===== src/rtl/prc_pkg.sv =====
// ----------------------------------------------------------------------------
// prc_pkg
// Shared types and constants of the packet rule classifier.
// ----------------------------------------------------------------------------
package prc_pkg;

  localparam int RULE_SLOTS = 16;
  localparam int IDX_W      = (RULE_SLOTS > 1) ? $clog2(RULE_SLOTS) : 1;
  localparam int CNT_W      = 5;
  localparam int CFG_ADDR_W = 3;
  localparam int CFG_DATA_W = 32;

  localparam logic [15:0] ETYPE_IPV4 = 16'h0800;
  localparam logic [15:0] ETYPE_ARP  = 16'h0806;

  localparam logic [0:0] CMD_CLASSIFY = 1'b0;
  localparam logic [0:0] CMD_WRITE    = 1'b1;

  localparam logic [0:0] REG_RULE_COUNT = 1'b0;

  typedef struct packed {
    logic [15:0] eth_type;
    logic [7:0]  ip_protocol;
    logic [31:0] src_ip;
    logic [31:0] dst_ip;
    logic [15:0] src_port;
    logic [15:0] dst_port;
  } rule_t;

  localparam int RULE_W = $bits(rule_t);

  typedef struct packed {
    logic [0:0]  cmd;
    logic [3:0]  rule_index;
    logic [15:0] eth_type;
    logic [7:0]  ip_protocol;
    logic [31:0] src_ip;
    logic [31:0] dst_ip;
    logic [15:0] src_port;
    logic [15:0] dst_port;
  } in_item_t;

  typedef struct packed {
    logic       drop;
    logic [3:0] hit_index;
  } out_item_t;

endpackage


===== src/rtl/prc_if.sv =====
// ----------------------------------------------------------------------------
// prc_in_if / prc_out_if
// Valid/ready channels carrying classifier input and result transactions.
// ----------------------------------------------------------------------------
interface prc_in_if;
  logic              valid;
  logic              ready;
  prc_pkg::in_item_t data;

  modport source (output valid, output data, input ready);
  modport sink   (input valid, input data, output ready);
endinterface

interface prc_out_if;
  logic               valid;
  logic               ready;
  prc_pkg::out_item_t data;

  modport source (output valid, output data, input ready);
  modport sink   (input valid, input data, output ready);
endinterface


===== src/rtl/prc_ram.sv =====
// ----------------------------------------------------------------------------
// prc_ram
// Generic single-write, single-read RAM with registered read data.
// ----------------------------------------------------------------------------
module prc_ram #(
  parameter int WIDTH = 8,
  parameter int DEPTH = 16,
  localparam int ADDR_W = (DEPTH > 1) ? $clog2(DEPTH) : 1
) (
  input  logic                 clk,
  input  logic                 we,
  input  logic [ADDR_W-1:0]    waddr,
  input  logic [WIDTH-1:0]     wdata,
  input  logic [ADDR_W-1:0]    raddr,
  output logic [WIDTH-1:0]     rdata
);

  logic [WIDTH-1:0] mem [DEPTH];

  always_ff @(posedge clk) begin
    if (we) begin
      mem[waddr] <= wdata;
    end
    rdata <= mem[raddr];
  end

endmodule


===== src/rtl/prc_match.sv =====
// ----------------------------------------------------------------------------
// prc_match
// Compare unit: tests one stored rule against the frame key, zero fields
// acting as wildcards; IP fields apply only to IPv4 keys, ports are ignored for ARP.
// ----------------------------------------------------------------------------
module prc_match (
  input  prc_pkg::rule_t rule,
  input  prc_pkg::rule_t key,
  output logic           hit
);

  logic et_ok;
  logic ip_ok;
  logic port_ok;
  logic is_ipv4;
  logic is_arp;

  always_comb begin
    is_ipv4 = (key.eth_type == prc_pkg::ETYPE_IPV4);
    is_arp  = (key.eth_type == prc_pkg::ETYPE_ARP);
    et_ok   = (rule.eth_type == '0) || (rule.eth_type == key.eth_type);
    ip_ok   = !is_ipv4 ||
              (((rule.ip_protocol == '0) || (rule.ip_protocol == key.ip_protocol)) &&
               ((rule.src_ip == '0) || (rule.src_ip == key.src_ip)) &&
               ((rule.dst_ip == '0) || (rule.dst_ip == key.dst_ip)));
    port_ok = is_arp ||
              (((rule.src_port == '0) || (rule.src_port == key.src_port)) &&
               ((rule.dst_port == '0) || (rule.dst_port == key.dst_port)));
    hit     = et_ok && ip_ok && port_ok;
  end

endmodule


===== src/rtl/packet_rule_classifier_top.sv =====
// ----------------------------------------------------------------------------
// packet_rule_classifier_top
// First-match drop-rule classifier with wildcard fields over a rule table.
// ----------------------------------------------------------------------------
//  channel   direction  handshake       payload
//  in_ch     sink       valid/ready     cmd, rule_index, header or rule fields
//  out_ch    source     valid/ready     drop, hit_index
//  apb       slave      psel/penable    rule_count at byte address 0
//
//  A rule write is answered without a scan; a classify reads at most
//  min(rule_count, 16) rules, one stored rule per cycle through the
//  single RAM read port and shared compare unit; it stops at the first hit.
//  Reset (synchronous) clears the sequencer, the output valid and
//  rule_count; the rule table holds no reset value.
//  A result that meets a stalled output waits in a holding register; the
//  next transaction is taken once the output register is free.
// ----------------------------------------------------------------------------
module packet_rule_classifier_top (
  input  logic                               clk,
  input  logic                               rst,
  prc_in_if.sink                             in_ch,
  prc_out_if.source                          out_ch,
  input  logic                               psel,
  input  logic                               penable,
  input  logic                               pwrite,
  input  logic [prc_pkg::CFG_ADDR_W-1:0]     paddr,
  input  logic [prc_pkg::CFG_DATA_W-1:0]     pwdata,
  output logic [prc_pkg::CFG_DATA_W-1:0]     prdata,
  output logic                               pready
);

  typedef enum logic [2:0] {
    ST_IDLE = 3'b001,
    ST_SCAN = 3'b010,
    ST_HOLD = 3'b100
  } state_t;

  state_t                    state;
  logic [prc_pkg::CNT_W-1:0] rule_count;
  prc_pkg::rule_t            key;
  logic [prc_pkg::IDX_W-1:0] scan_idx;
  logic [prc_pkg::IDX_W-1:0] last_idx;
  logic                      out_valid;
  prc_pkg::out_item_t        out_item;
  prc_pkg::out_item_t        pend_item;

  prc_pkg::out_item_t        res_next;
  logic                      accept;
  logic                      out_free;
  logic                      out_load;
  logic                      in_ready;
  logic                      ram_we;
  logic [prc_pkg::IDX_W-1:0] rd_addr;
  logic [prc_pkg::RULE_W-1:0] rd_data;
  prc_pkg::rule_t            wr_rule;
  logic                      rule_hit;
  logic                      cfg_wr;
  logic                      scan_end;

  // configuration port
  assign pready = 1'b1;
  assign cfg_wr = psel && penable && pwrite && pready;

  always_comb begin
    if (paddr[2] == prc_pkg::REG_RULE_COUNT) begin
      prdata = {{(prc_pkg::CFG_DATA_W - prc_pkg::CNT_W){1'b0}}, rule_count};
    end else begin
      prdata = '0;
    end
  end

  always_ff @(posedge clk) begin
    if (rst) begin
      rule_count <= '0;
    end else if (cfg_wr && (paddr[2] == prc_pkg::REG_RULE_COUNT)) begin
      rule_count <= pwdata[prc_pkg::CNT_W-1:0];
    end
  end

  // handshakes
  assign out_free    = !out_valid || out_ch.ready;
  assign in_ready    = (state == ST_IDLE) && out_free;
  assign in_ch.ready = in_ready;
  assign accept      = in_ch.valid && in_ready;
  assign out_ch.valid = out_valid;
  assign out_ch.data  = out_item;

  // rule table
  always_comb begin
    wr_rule.eth_type    = in_ch.data.eth_type;
    wr_rule.ip_protocol = in_ch.data.ip_protocol;
    wr_rule.src_ip      = in_ch.data.src_ip;
    wr_rule.dst_ip      = in_ch.data.dst_ip;
    wr_rule.src_port    = in_ch.data.src_port;
    wr_rule.dst_port    = in_ch.data.dst_port;
  end

  assign ram_we  = accept && (in_ch.data.cmd == prc_pkg::CMD_WRITE) &&
                   ({28'd0, in_ch.data.rule_index} < 32'(prc_pkg::RULE_SLOTS));
  assign rd_addr = (state == ST_SCAN) ? prc_pkg::IDX_W'(scan_idx + 1'b1) : '0;

  prc_ram #(
    .WIDTH (prc_pkg::RULE_W),
    .DEPTH (prc_pkg::RULE_SLOTS)
  ) u_table (
    .clk   (clk),
    .we    (ram_we),
    .waddr (prc_pkg::IDX_W'(in_ch.data.rule_index)),
    .wdata (wr_rule),
    .raddr (rd_addr),
    .rdata (rd_data)
  );

  prc_match u_match (
    .rule (prc_pkg::rule_t'(rd_data)),
    .key  (key),
    .hit  (rule_hit)
  );

  assign scan_end = rule_hit || (scan_idx == last_idx);

  always_comb begin
    res_next.drop      = rule_hit;
    res_next.hit_index = rule_hit ? 4'(scan_idx) : 4'd0;
  end

  assign out_load = (accept &&
                     ((in_ch.data.cmd == prc_pkg::CMD_WRITE) || (rule_count == '0))) ||
                    ((state == ST_SCAN) && scan_end && out_free) ||
                    ((state == ST_HOLD) && out_free);

  always_ff @(posedge clk) begin
    if (rst) begin
      out_valid <= 1'b0;
    end else if (out_load) begin
      out_valid <= 1'b1;
    end else if (out_ch.ready) begin
      out_valid <= 1'b0;
    end
  end

  // sequencer
  always_ff @(posedge clk) begin
    if (rst) begin
      state <= ST_IDLE;
    end else begin
      unique case (state)
        ST_IDLE: begin
          if (accept) begin
            if ((in_ch.data.cmd == prc_pkg::CMD_WRITE) || (rule_count == '0)) begin
              out_item <= '0;
            end else begin
              scan_idx <= '0;
              state    <= ST_SCAN;
            end
          end
        end
        ST_SCAN: begin
          if (scan_end) begin
            if (out_free) begin
              out_item <= res_next;
              state    <= ST_IDLE;
            end else begin
              pend_item <= res_next;
              state     <= ST_HOLD;
            end
          end else begin
            scan_idx <= prc_pkg::IDX_W'(scan_idx + 1'b1);
          end
        end
        ST_HOLD: begin
          if (out_free) begin
            out_item <= pend_item;
            state    <= ST_IDLE;
          end
        end
        default: begin
          state <= ST_IDLE;
        end
      endcase
    end
  end

  // latch the frame key and the scan bounds on acceptance
  always_ff @(posedge clk) begin
    if (accept) begin
      key <= wr_rule;
      if ({27'd0, rule_count} >= 32'(prc_pkg::RULE_SLOTS)) begin
        last_idx <= prc_pkg::IDX_W'(prc_pkg::RULE_SLOTS - 1);
      end else begin
        last_idx <= prc_pkg::IDX_W'(rule_count - 5'd1);
      end
    end
  end

  a_write_result: assert property (@(posedge clk) disable iff (rst)
    (accept && (in_ch.data.cmd == prc_pkg::CMD_WRITE)) |=>
      (out_ch.valid && !out_ch.data.drop && (out_ch.data.hit_index == 4'd0)))
    else $error("rule write did not return a clear result");

  a_miss_index: assert property (@(posedge clk) disable iff (rst)
    (out_ch.valid && !out_ch.data.drop) |-> (out_ch.data.hit_index == 4'd0))
    else $error("miss reported with a non-zero hit index");

  a_scan_bound: assert property (@(posedge clk) disable iff (rst)
    (state == ST_SCAN) |-> (scan_idx <= last_idx))
    else $error("scan ran past the last active rule");

  a_busy_block: assert property (@(posedge clk) disable iff (rst)
    ((state == ST_SCAN) || (state == ST_HOLD)) |-> !in_ch.ready)
    else $error("input taken while a classify is in flight");

endmodule

===== src/flat_wrapper.sv =====
// flat-port wrapper written by rule: the top's interface ports become plain ports
module packet_rule_classifier_top_flat 
  (clk, rst, psel, penable, pwrite, paddr, pwdata, prdata, pready, in_ch_valid, in_ch_data, in_ch_ready, out_ch_valid, out_ch_data, out_ch_ready);
  prc_in_if in_ch_i ();
  prc_out_if out_ch_i ();
  input  logic clk;
  input  logic rst;
  input  logic psel;
  input  logic penable;
  input  logic pwrite;
  input  logic [prc_pkg::CFG_ADDR_W-1:0] paddr;
  input  logic [prc_pkg::CFG_DATA_W-1:0] pwdata;
  output logic [prc_pkg::CFG_DATA_W-1:0] prdata;
  output logic pready;
  input wire logic [$bits(in_ch_i.valid)-1:0] in_ch_valid;
  input wire logic [$bits(in_ch_i.data)-1:0] in_ch_data;
  output wire logic [$bits(in_ch_i.ready)-1:0] in_ch_ready;
  output wire logic [$bits(out_ch_i.valid)-1:0] out_ch_valid;
  output wire logic [$bits(out_ch_i.data)-1:0] out_ch_data;
  input wire logic [$bits(out_ch_i.ready)-1:0] out_ch_ready;
  assign in_ch_i.valid = in_ch_valid;
  assign in_ch_i.data = in_ch_data;
  assign in_ch_ready = in_ch_i.ready;
  assign out_ch_valid = out_ch_i.valid;
  assign out_ch_data = out_ch_i.data;
  assign out_ch_i.ready = out_ch_ready;
  packet_rule_classifier_top u_core (.clk(clk), .rst(rst), .in_ch(in_ch_i), .out_ch(out_ch_i), .psel(psel), .penable(penable), .pwrite(pwrite), .paddr(paddr), .pwdata(pwdata), .prdata(prdata), .pready(pready));
endmodule

===== config.mk =====
export PLATFORM = sky130hd
export DESIGN_NAME = packet_rule_classifier_top_flat
export DESIGN_NICKNAME = d
export VERILOG_FILES = /design/src/rtl/prc_pkg.sv /design/src/rtl/prc_if.sv /design/src/rtl/prc_ram.sv /design/src/rtl/prc_match.sv /design/src/rtl/packet_rule_classifier_top.sv /design/src/flat_wrapper.sv
export SDC_FILE = /design/constraint.sdc
export NUM_CORES = 2
export LEC_CHECK = 0
export BUFFER_PORTS_ARGS = -buffer_cell sky130_fd_sc_hd__buf_2
export CORE_AREA = 10 10 518 368
export CTS_CLUSTER_DIAMETER = 50
export CTS_CLUSTER_SIZE = 25
export DETAILED_ROUTE_END_ITERATION = 8
export DIE_AREA = 0 0 528 378
export GPL_ROUTABILITY_DRIVEN = 0
export SYNTH_ARGS = -nofsm -noshare
export SYNTH_HDL_FRONTEND = slang
export SYNTH_SLANG_ARGS = --single-unit

===== constraint.sdc =====
create_clock -name clk -period 42.8 [get_ports clk]
set_clock_uncertainty 0.05 [all_clocks]
set_input_delay 8.56 -clock clk [delete_from_list [all_inputs] [get_ports clk]]
set_output_delay 8.56 -clock clk [all_outputs]
set_load 0.1 [all_outputs]

==> After elaboration in Yosys (flattened, before gate mapping) <==
Memory sizes are Yosys's and may differ from the RTL's. A register that Yosys moved wholly into a read port is not among the register bits.
Index checks and enable logic that the tools add are counted.
Widths: inputs -> output; s select.
{ "totals": {"n_memories": 1, "register_bits": 147, "wordCells": 108, "ram_bits": 1920} }
{ "classes": {"add_sub_neg": 2, "n_lt_le_gt_ge": 1, "reduce_logical": 44, "bitwise": 3, "eq_ne": 19, "muxes": 23} }
{ "mem_list": {"columns": ["memory", "depth", "word_bits", "read_ports", "rd_ports_with_merged_regs", "wr", "line", "source"], "rows": [
  ["u_core.u_table.mem", 16, 120, 1, 1, 1, "prc_ram.sv:18", "logic [WIDTH-1:0] mem [DEPTH];"]
]} }
{ "ops": {"columns": ["op", "count"], "rows": [
  ["$eq 32x32->1", 2],
  ["$logic_not 32->1", 2],
  ["$eq 16x16->1", 3],
  ["$logic_not 16->1", 3],
  ["$eq 16x12->1 const B", 2],
  ["$mux 5", 6],
  ["$mux 4", 5],
  ["$logic_and 1x1->1", 15],
  ["$mux 3", 5],
  ["$pmux 5 s3", 1],
  ["$logic_or 1x1->1", 13],
  ["$pmux 3 s3", 1],
  ["$eq 8x8->1", 1],
  ["$logic_not 8->1", 1],
  ["$ne 2x1->1 const B", 4],
  ["$pmux 4 s2", 1],
  ["$reduce_and 4->1", 2],
  ["$reduce_and 7->1", 1],
  ["$ne 2x2->1 const B", 3],
  ["$ge 5x5->1 const B", 1],
  ["$logic_not 5->1", 1],
  ["$reduce_and 5->1", 1],
  ["$add 4x1->4 const B", 1],
  ["$eq 4x4->1", 1],
  ["9 further kinds", 16]
]} }

==> Depth between registers and ports, before layout <==
{ "depth": {"depth_word": 13, "depth_mapped": 12} }

==> Cells and area by module <==
From an unflattened synthesis, not the netlist that was laid out.
{ "hier_totals": {"hier_cells": 3553, "hier_area_um2": 80766.2} }
{ "modules_own_cells": {"columns": ["mod", "area_each_um2", "seq_area_each_um2", "cells_per_inst", "instances"], "rows": [
  ["prc_ram", 73982.2, 60057.6, 3066, 1],
  ["packet_rule_classifier_top", 5178.7, 4324.1, 276, 1],
  ["prc_match", 1605.3, 0.0, 211, 1]
]} }

==> Worst setup path before layout <==
Ideal clock, no wire load.
{ "synth_timing": {"kind": "input -> register", "startpoint": "input out_ch_ready", "endpoint": "memory u_core.u_table.mem[0][0] in the netlist's numbering, enable pin", "arrival_ns": 20.660, "path_buffers": 0, "stages": 5, "path_slack_ns": 21.342, "t_required_ns": 42.002, "path_cell_list": "nand2b_1 and3_1 nand2_1 or3_1 nor3_1"} }
{ "synth_via": {"elab_chain_cells": 6} }
{ "synth_rtl": {"columns": ["element", "line", "source"], "rows": [
  ["start: declaration", "flat_wrapper.sv:20", "input wire logic [$bits(out_ch_i.ready)-1:0] out_ch_ready;"],
  ["$logic_or 1x1->1", "packet_rule_classifier_top.sv:81", "assign out_free = !out_valid || out_ch.ready;"],
  ["$logic_and 1x1->1", "packet_rule_classifier_top.sv:82", "assign in_ready = (state == ST_IDLE) && out_free;"],
  ["$logic_and 1x1->1", "packet_rule_classifier_top.sv:84", "assign accept = in_ch.valid && in_ready;"],
  ["net u_core.accept", "packet_rule_classifier_top.sv:48", "logic accept;"],
  ["$logic_and 1x1->1", "packet_rule_classifier_top.sv:98", "assign ram_we = accept && (in_ch.data.cmd == prc_pkg::CMD_WRITE) &&"],
  ["$mux 1", "prc_ram.sv:21", "if (we) begin"],
  ["$mux 1 (implied by the code)", "prc_ram.sv:22", "mem[waddr] <= wdata;"],
  ["end: declaration", "prc_ram.sv:18", null]
]} }
The timed path passes the listed nets, and every way through them passes these cells.

==> Worst setup path in the final report <==
{ "layout_timing": {"startpoint": "input out_ch_ready", "endpoint": "output in_ch_ready"} }
{ "layout_via": {"elab_chain_cells": 2} }
{ "layout_rtl": {"columns": ["element", "line", "source"], "rows": [
  ["$logic_or 1x1->1", "packet_rule_classifier_top.sv:81", null],
  ["$logic_and 1x1->1", "packet_rule_classifier_top.sv:82", null],
  ["end: declaration", "flat_wrapper.sv:17", "output wire logic [$bits(in_ch_i.ready)-1:0] in_ch_ready;"]
]} }
Every way passes these cells.

==> impl_metrics.yaml <==
worst_setup_path:
  crit_start: "out_ch_ready"
  reg2reg_depth: 9
  critPathArrivalTime_ns: 9.52
  start_kind: "primary input"
  worstPathMaxFanout: 8
  r2r_slack_ns: 37.06
  crit_end: "in_ch_ready"
  critPathCaptureType: "output port"
  crit_type: "in -> out"
  r2r-end: "u_core.u_table.mem[7][81]"
  r2r-start: "u_core.state[0]"
  crit_required_ns: 34.19
routing:
  dr_wl_met3_um: 13900
  route.detailed.drc: 0
  viasPerCell: 5.82
  antenna_left: 0
  drt-total-wl_um: 208000
  m1WireLength_um: 94200
  first_pass_iters: 6
  dr_total_vias: 47900
  maxUsedRoutingLayer: "met5"
  drtIter0Drc: 4552
  avgRoutedWirePerCell_um: 25.3
  dr_wl_met2_um: 96300
global_routing:
  grt_pass1_vias: 45600
  track_usage: 0.203
  grt_pass1_wl_um: 307000
  antenna_found_initial: 45
  grt_max_degree: 165
  overflow: 0
floorplanning:
  chipHeight_um: 378
  std_cell_rows: 131
  io-pin-count: 207
  start_util: 0.466
  core_area_um2: 181000
  die-area_um2: 200000
  dieWidth_um: 528
job:
  maxCapViolations: 0
timing:
  rsz0062_at_grt: "false"
  fmaxAchievable_ghz: 0.0552
  fin_crit_sh: 0.423
  period_needed_ns: 18.13
  final_hold_viol_count: 0
  finalSetupViolCount: 0
  fin_tns_setup_ns: 0
  worstMarginPinSlew_ns: 1.29
  setup_slack_ns: 24.67
  maxSlewViolCount: 0
  maxSlewHeadroom: 0.141
synthesis:
  synthTopCellsByArea: "edfxtp_1 (73%), nand2_1 (5.4%), a311oi_1 (3.7%), dfxtp_1 (3.1%), mux2i_1 (2.9%)"
  yosysTopAreaCellShare: 0.732
  post_synth_instance_area_um2: 84400
  synth.most_common_cell: "edfxtp_1"
  ys.flop_type: "edfxtp_1"
  synthTopCellsByCount: "edfxtp_1 (2058), nand2_1 (1210), a311oi_1 (360), clkbuf_1 (306), mux2i_1 (246)"
  yosys.area.top_type: "edfxtp_1"
  syn_area_per_cell_um2: 14.8
  synth_edf_count: 2058
  yosysWarnings: 0
  synthDistinctLibCells: 49
  ys_seq_area_frac: 0.763
  ys_seq_elements: 2187
  synthArstFlopShare: 0
  netlist_instances: 5689
placed_design:
  io_buffers: 149
  place_hpwl_um: 102000
  dpl_cell_area_um2: 87500
  place_ws_ns: 24.67
clock_network:
  root_buffer: "clkbuf_16"
  cts_num_sinks: 2187
  insertion_delay_ns: 0.81
  cts_buffers: 146
  path_clk_slew_ns: 0.08
  htreeDepth: 4
  clockBufferDepth: 3
  post-cts-setup-buffers: 0
  postCtsHoldBufs: 0
  cts.repair.resized: 0
  cts_tree: "built"
power:
  p_leak_nw: 29.8
  power_density_nw_per_um2: 43.1
  ir_worst_vdd_mv: 0.0447
finish:
  nets: 5870
  finish.instance_area_um2: 92800
  drive_above_1_share: 0.0915
  area_delta_synth_final_pct: 9.90
status:
  status: "finished clean"
min_path:
  worstHoldPathType: "reg -> reg"
-- cells by family after synthesis --
kind of cell | share of synthesized area
DFF | 0.763
other | 0.0000890
adders and majority gates | 0.000445
xor gates and xnor gates | 0.0133
buffers and inverters | 0.0203
AOI/OAI and AO/OA | 0.0771
muxes | 0.0292
and+or+nand+nor | 0.0968
-- per-layer routing --
layer / global-route usage / up-vias
met5: 0 / -
met4: 0.0402 / 28
met3: 0.0339 / 324
met2: 0.323 / 1482
met1: 0.297 / 24300
li1: - / 21700
-- power by group --
| part | switching [W] | total, W | internal (W) |
|---|---|---|---|
| sequential | 0.00000859 | 0.00237 | 0.00236 |
| clock | 0.000802 | 0.00153 | 0.000726 |
| combinational | 0.0000792 | 0.0000994 | 0.0000203 |
-- registers in the layout, summed over array words and instances, names as in the netlist --
| name | flops |
|---|---|
| u_core.pend_item | 5 |
| u_core.out_ch.data | 5 |
| u_core.rule_count | 5 |
| u_core.u_table.mem | 1920 |
| u_core.state | 3 |
| u_core.scan_idx | 4 |
| u_core.key | 120 |
| u_core.out_ch.valid | 1 |
| u_core.last_idx | 4 |
| u_core.u_table.rdata | 120 |
-- metrics by stage --
step | total power, W | instances | hold WS, ns | util
floorplan | 0.00247 | 5715 | 0.422 | -
global placement | 0.00252 | 7946 | 0.468 | 0.484
detailed placement | 0.00252 | 7946 | 0.469 | 0.484
CTS | 0.00403 | 8218 | 0.490 | 0.513
global route | 0.00412 | 8219 | 0.516 | 0.513
finish | 0.00400 | 8222 | 0.482 | 0.513
-- placed cells by master, fill, tap and decap left out, drive strengths merged, types with 3 or more instances in the layout --
cell      instances
a31oi           123
inv              60
conb             28
a211oi          241
nor4             46
nand2          1210
mux2i           246
clkinvlp          9
edfxtp         2058
diode             4
xor2             37
and4              4
a21oi           125
nor2             29
a311oi          360
nand3           242
xnor2            91
nand2b            8
buf             241
nor2b           245
o21ai             9
nor3              5
clkinv           51
nand4            28
and2              6
nand3b            9
ha                3
clkbuf          156
bufinv            5
dfxtp           129
-- worst max-delay path, stage by stage --
cell and delay, ns:
buf_2 0.08, nand2b_1 0.27, and2_1 0.18, buf_2 0.43
-- cell type report --
cell class / count / area, um2
diodes: 4 / 10.0
repair buffers: 241 / 1560
multi-input cells: 3115 / 18500
well taps: 2394 / 3000
flip-flops and latches: 2187 / 64400
clock buffers: 156 / 3790
clock inverters: 116 / 1430
fillers: 15100 / 88200
inverters: 9 / 48.8
-- how the worst min path moves through the flow --
| stage | startpoint | endpoint | slack [ns] | cells past startpoint |
|---|---|---|---|---|
| final | u_core.rule_count[0] | u_core.last_idx[0] | 0.48 | 1 |
| after global routing | u_core.rule_count[0] | u_core.last_idx[0] | 0.52 | 1 |
| after CTS | u_core.rule_count[0] | u_core.last_idx[0] | 0.49 | 1 |
| after detailed placement | u_core.rule_count[0] | u_core.last_idx[0] | 0.47 | 1 |
| after global placement | u_core.rule_count[1] | u_core.rule_count[1] | 0.47 | 2 |
| after floorplan | u_core.rule_count[0] | u_core.last_idx[0] | 0.42 | 1 |
No activity file was read; power rests on OpenSTA's default activity.
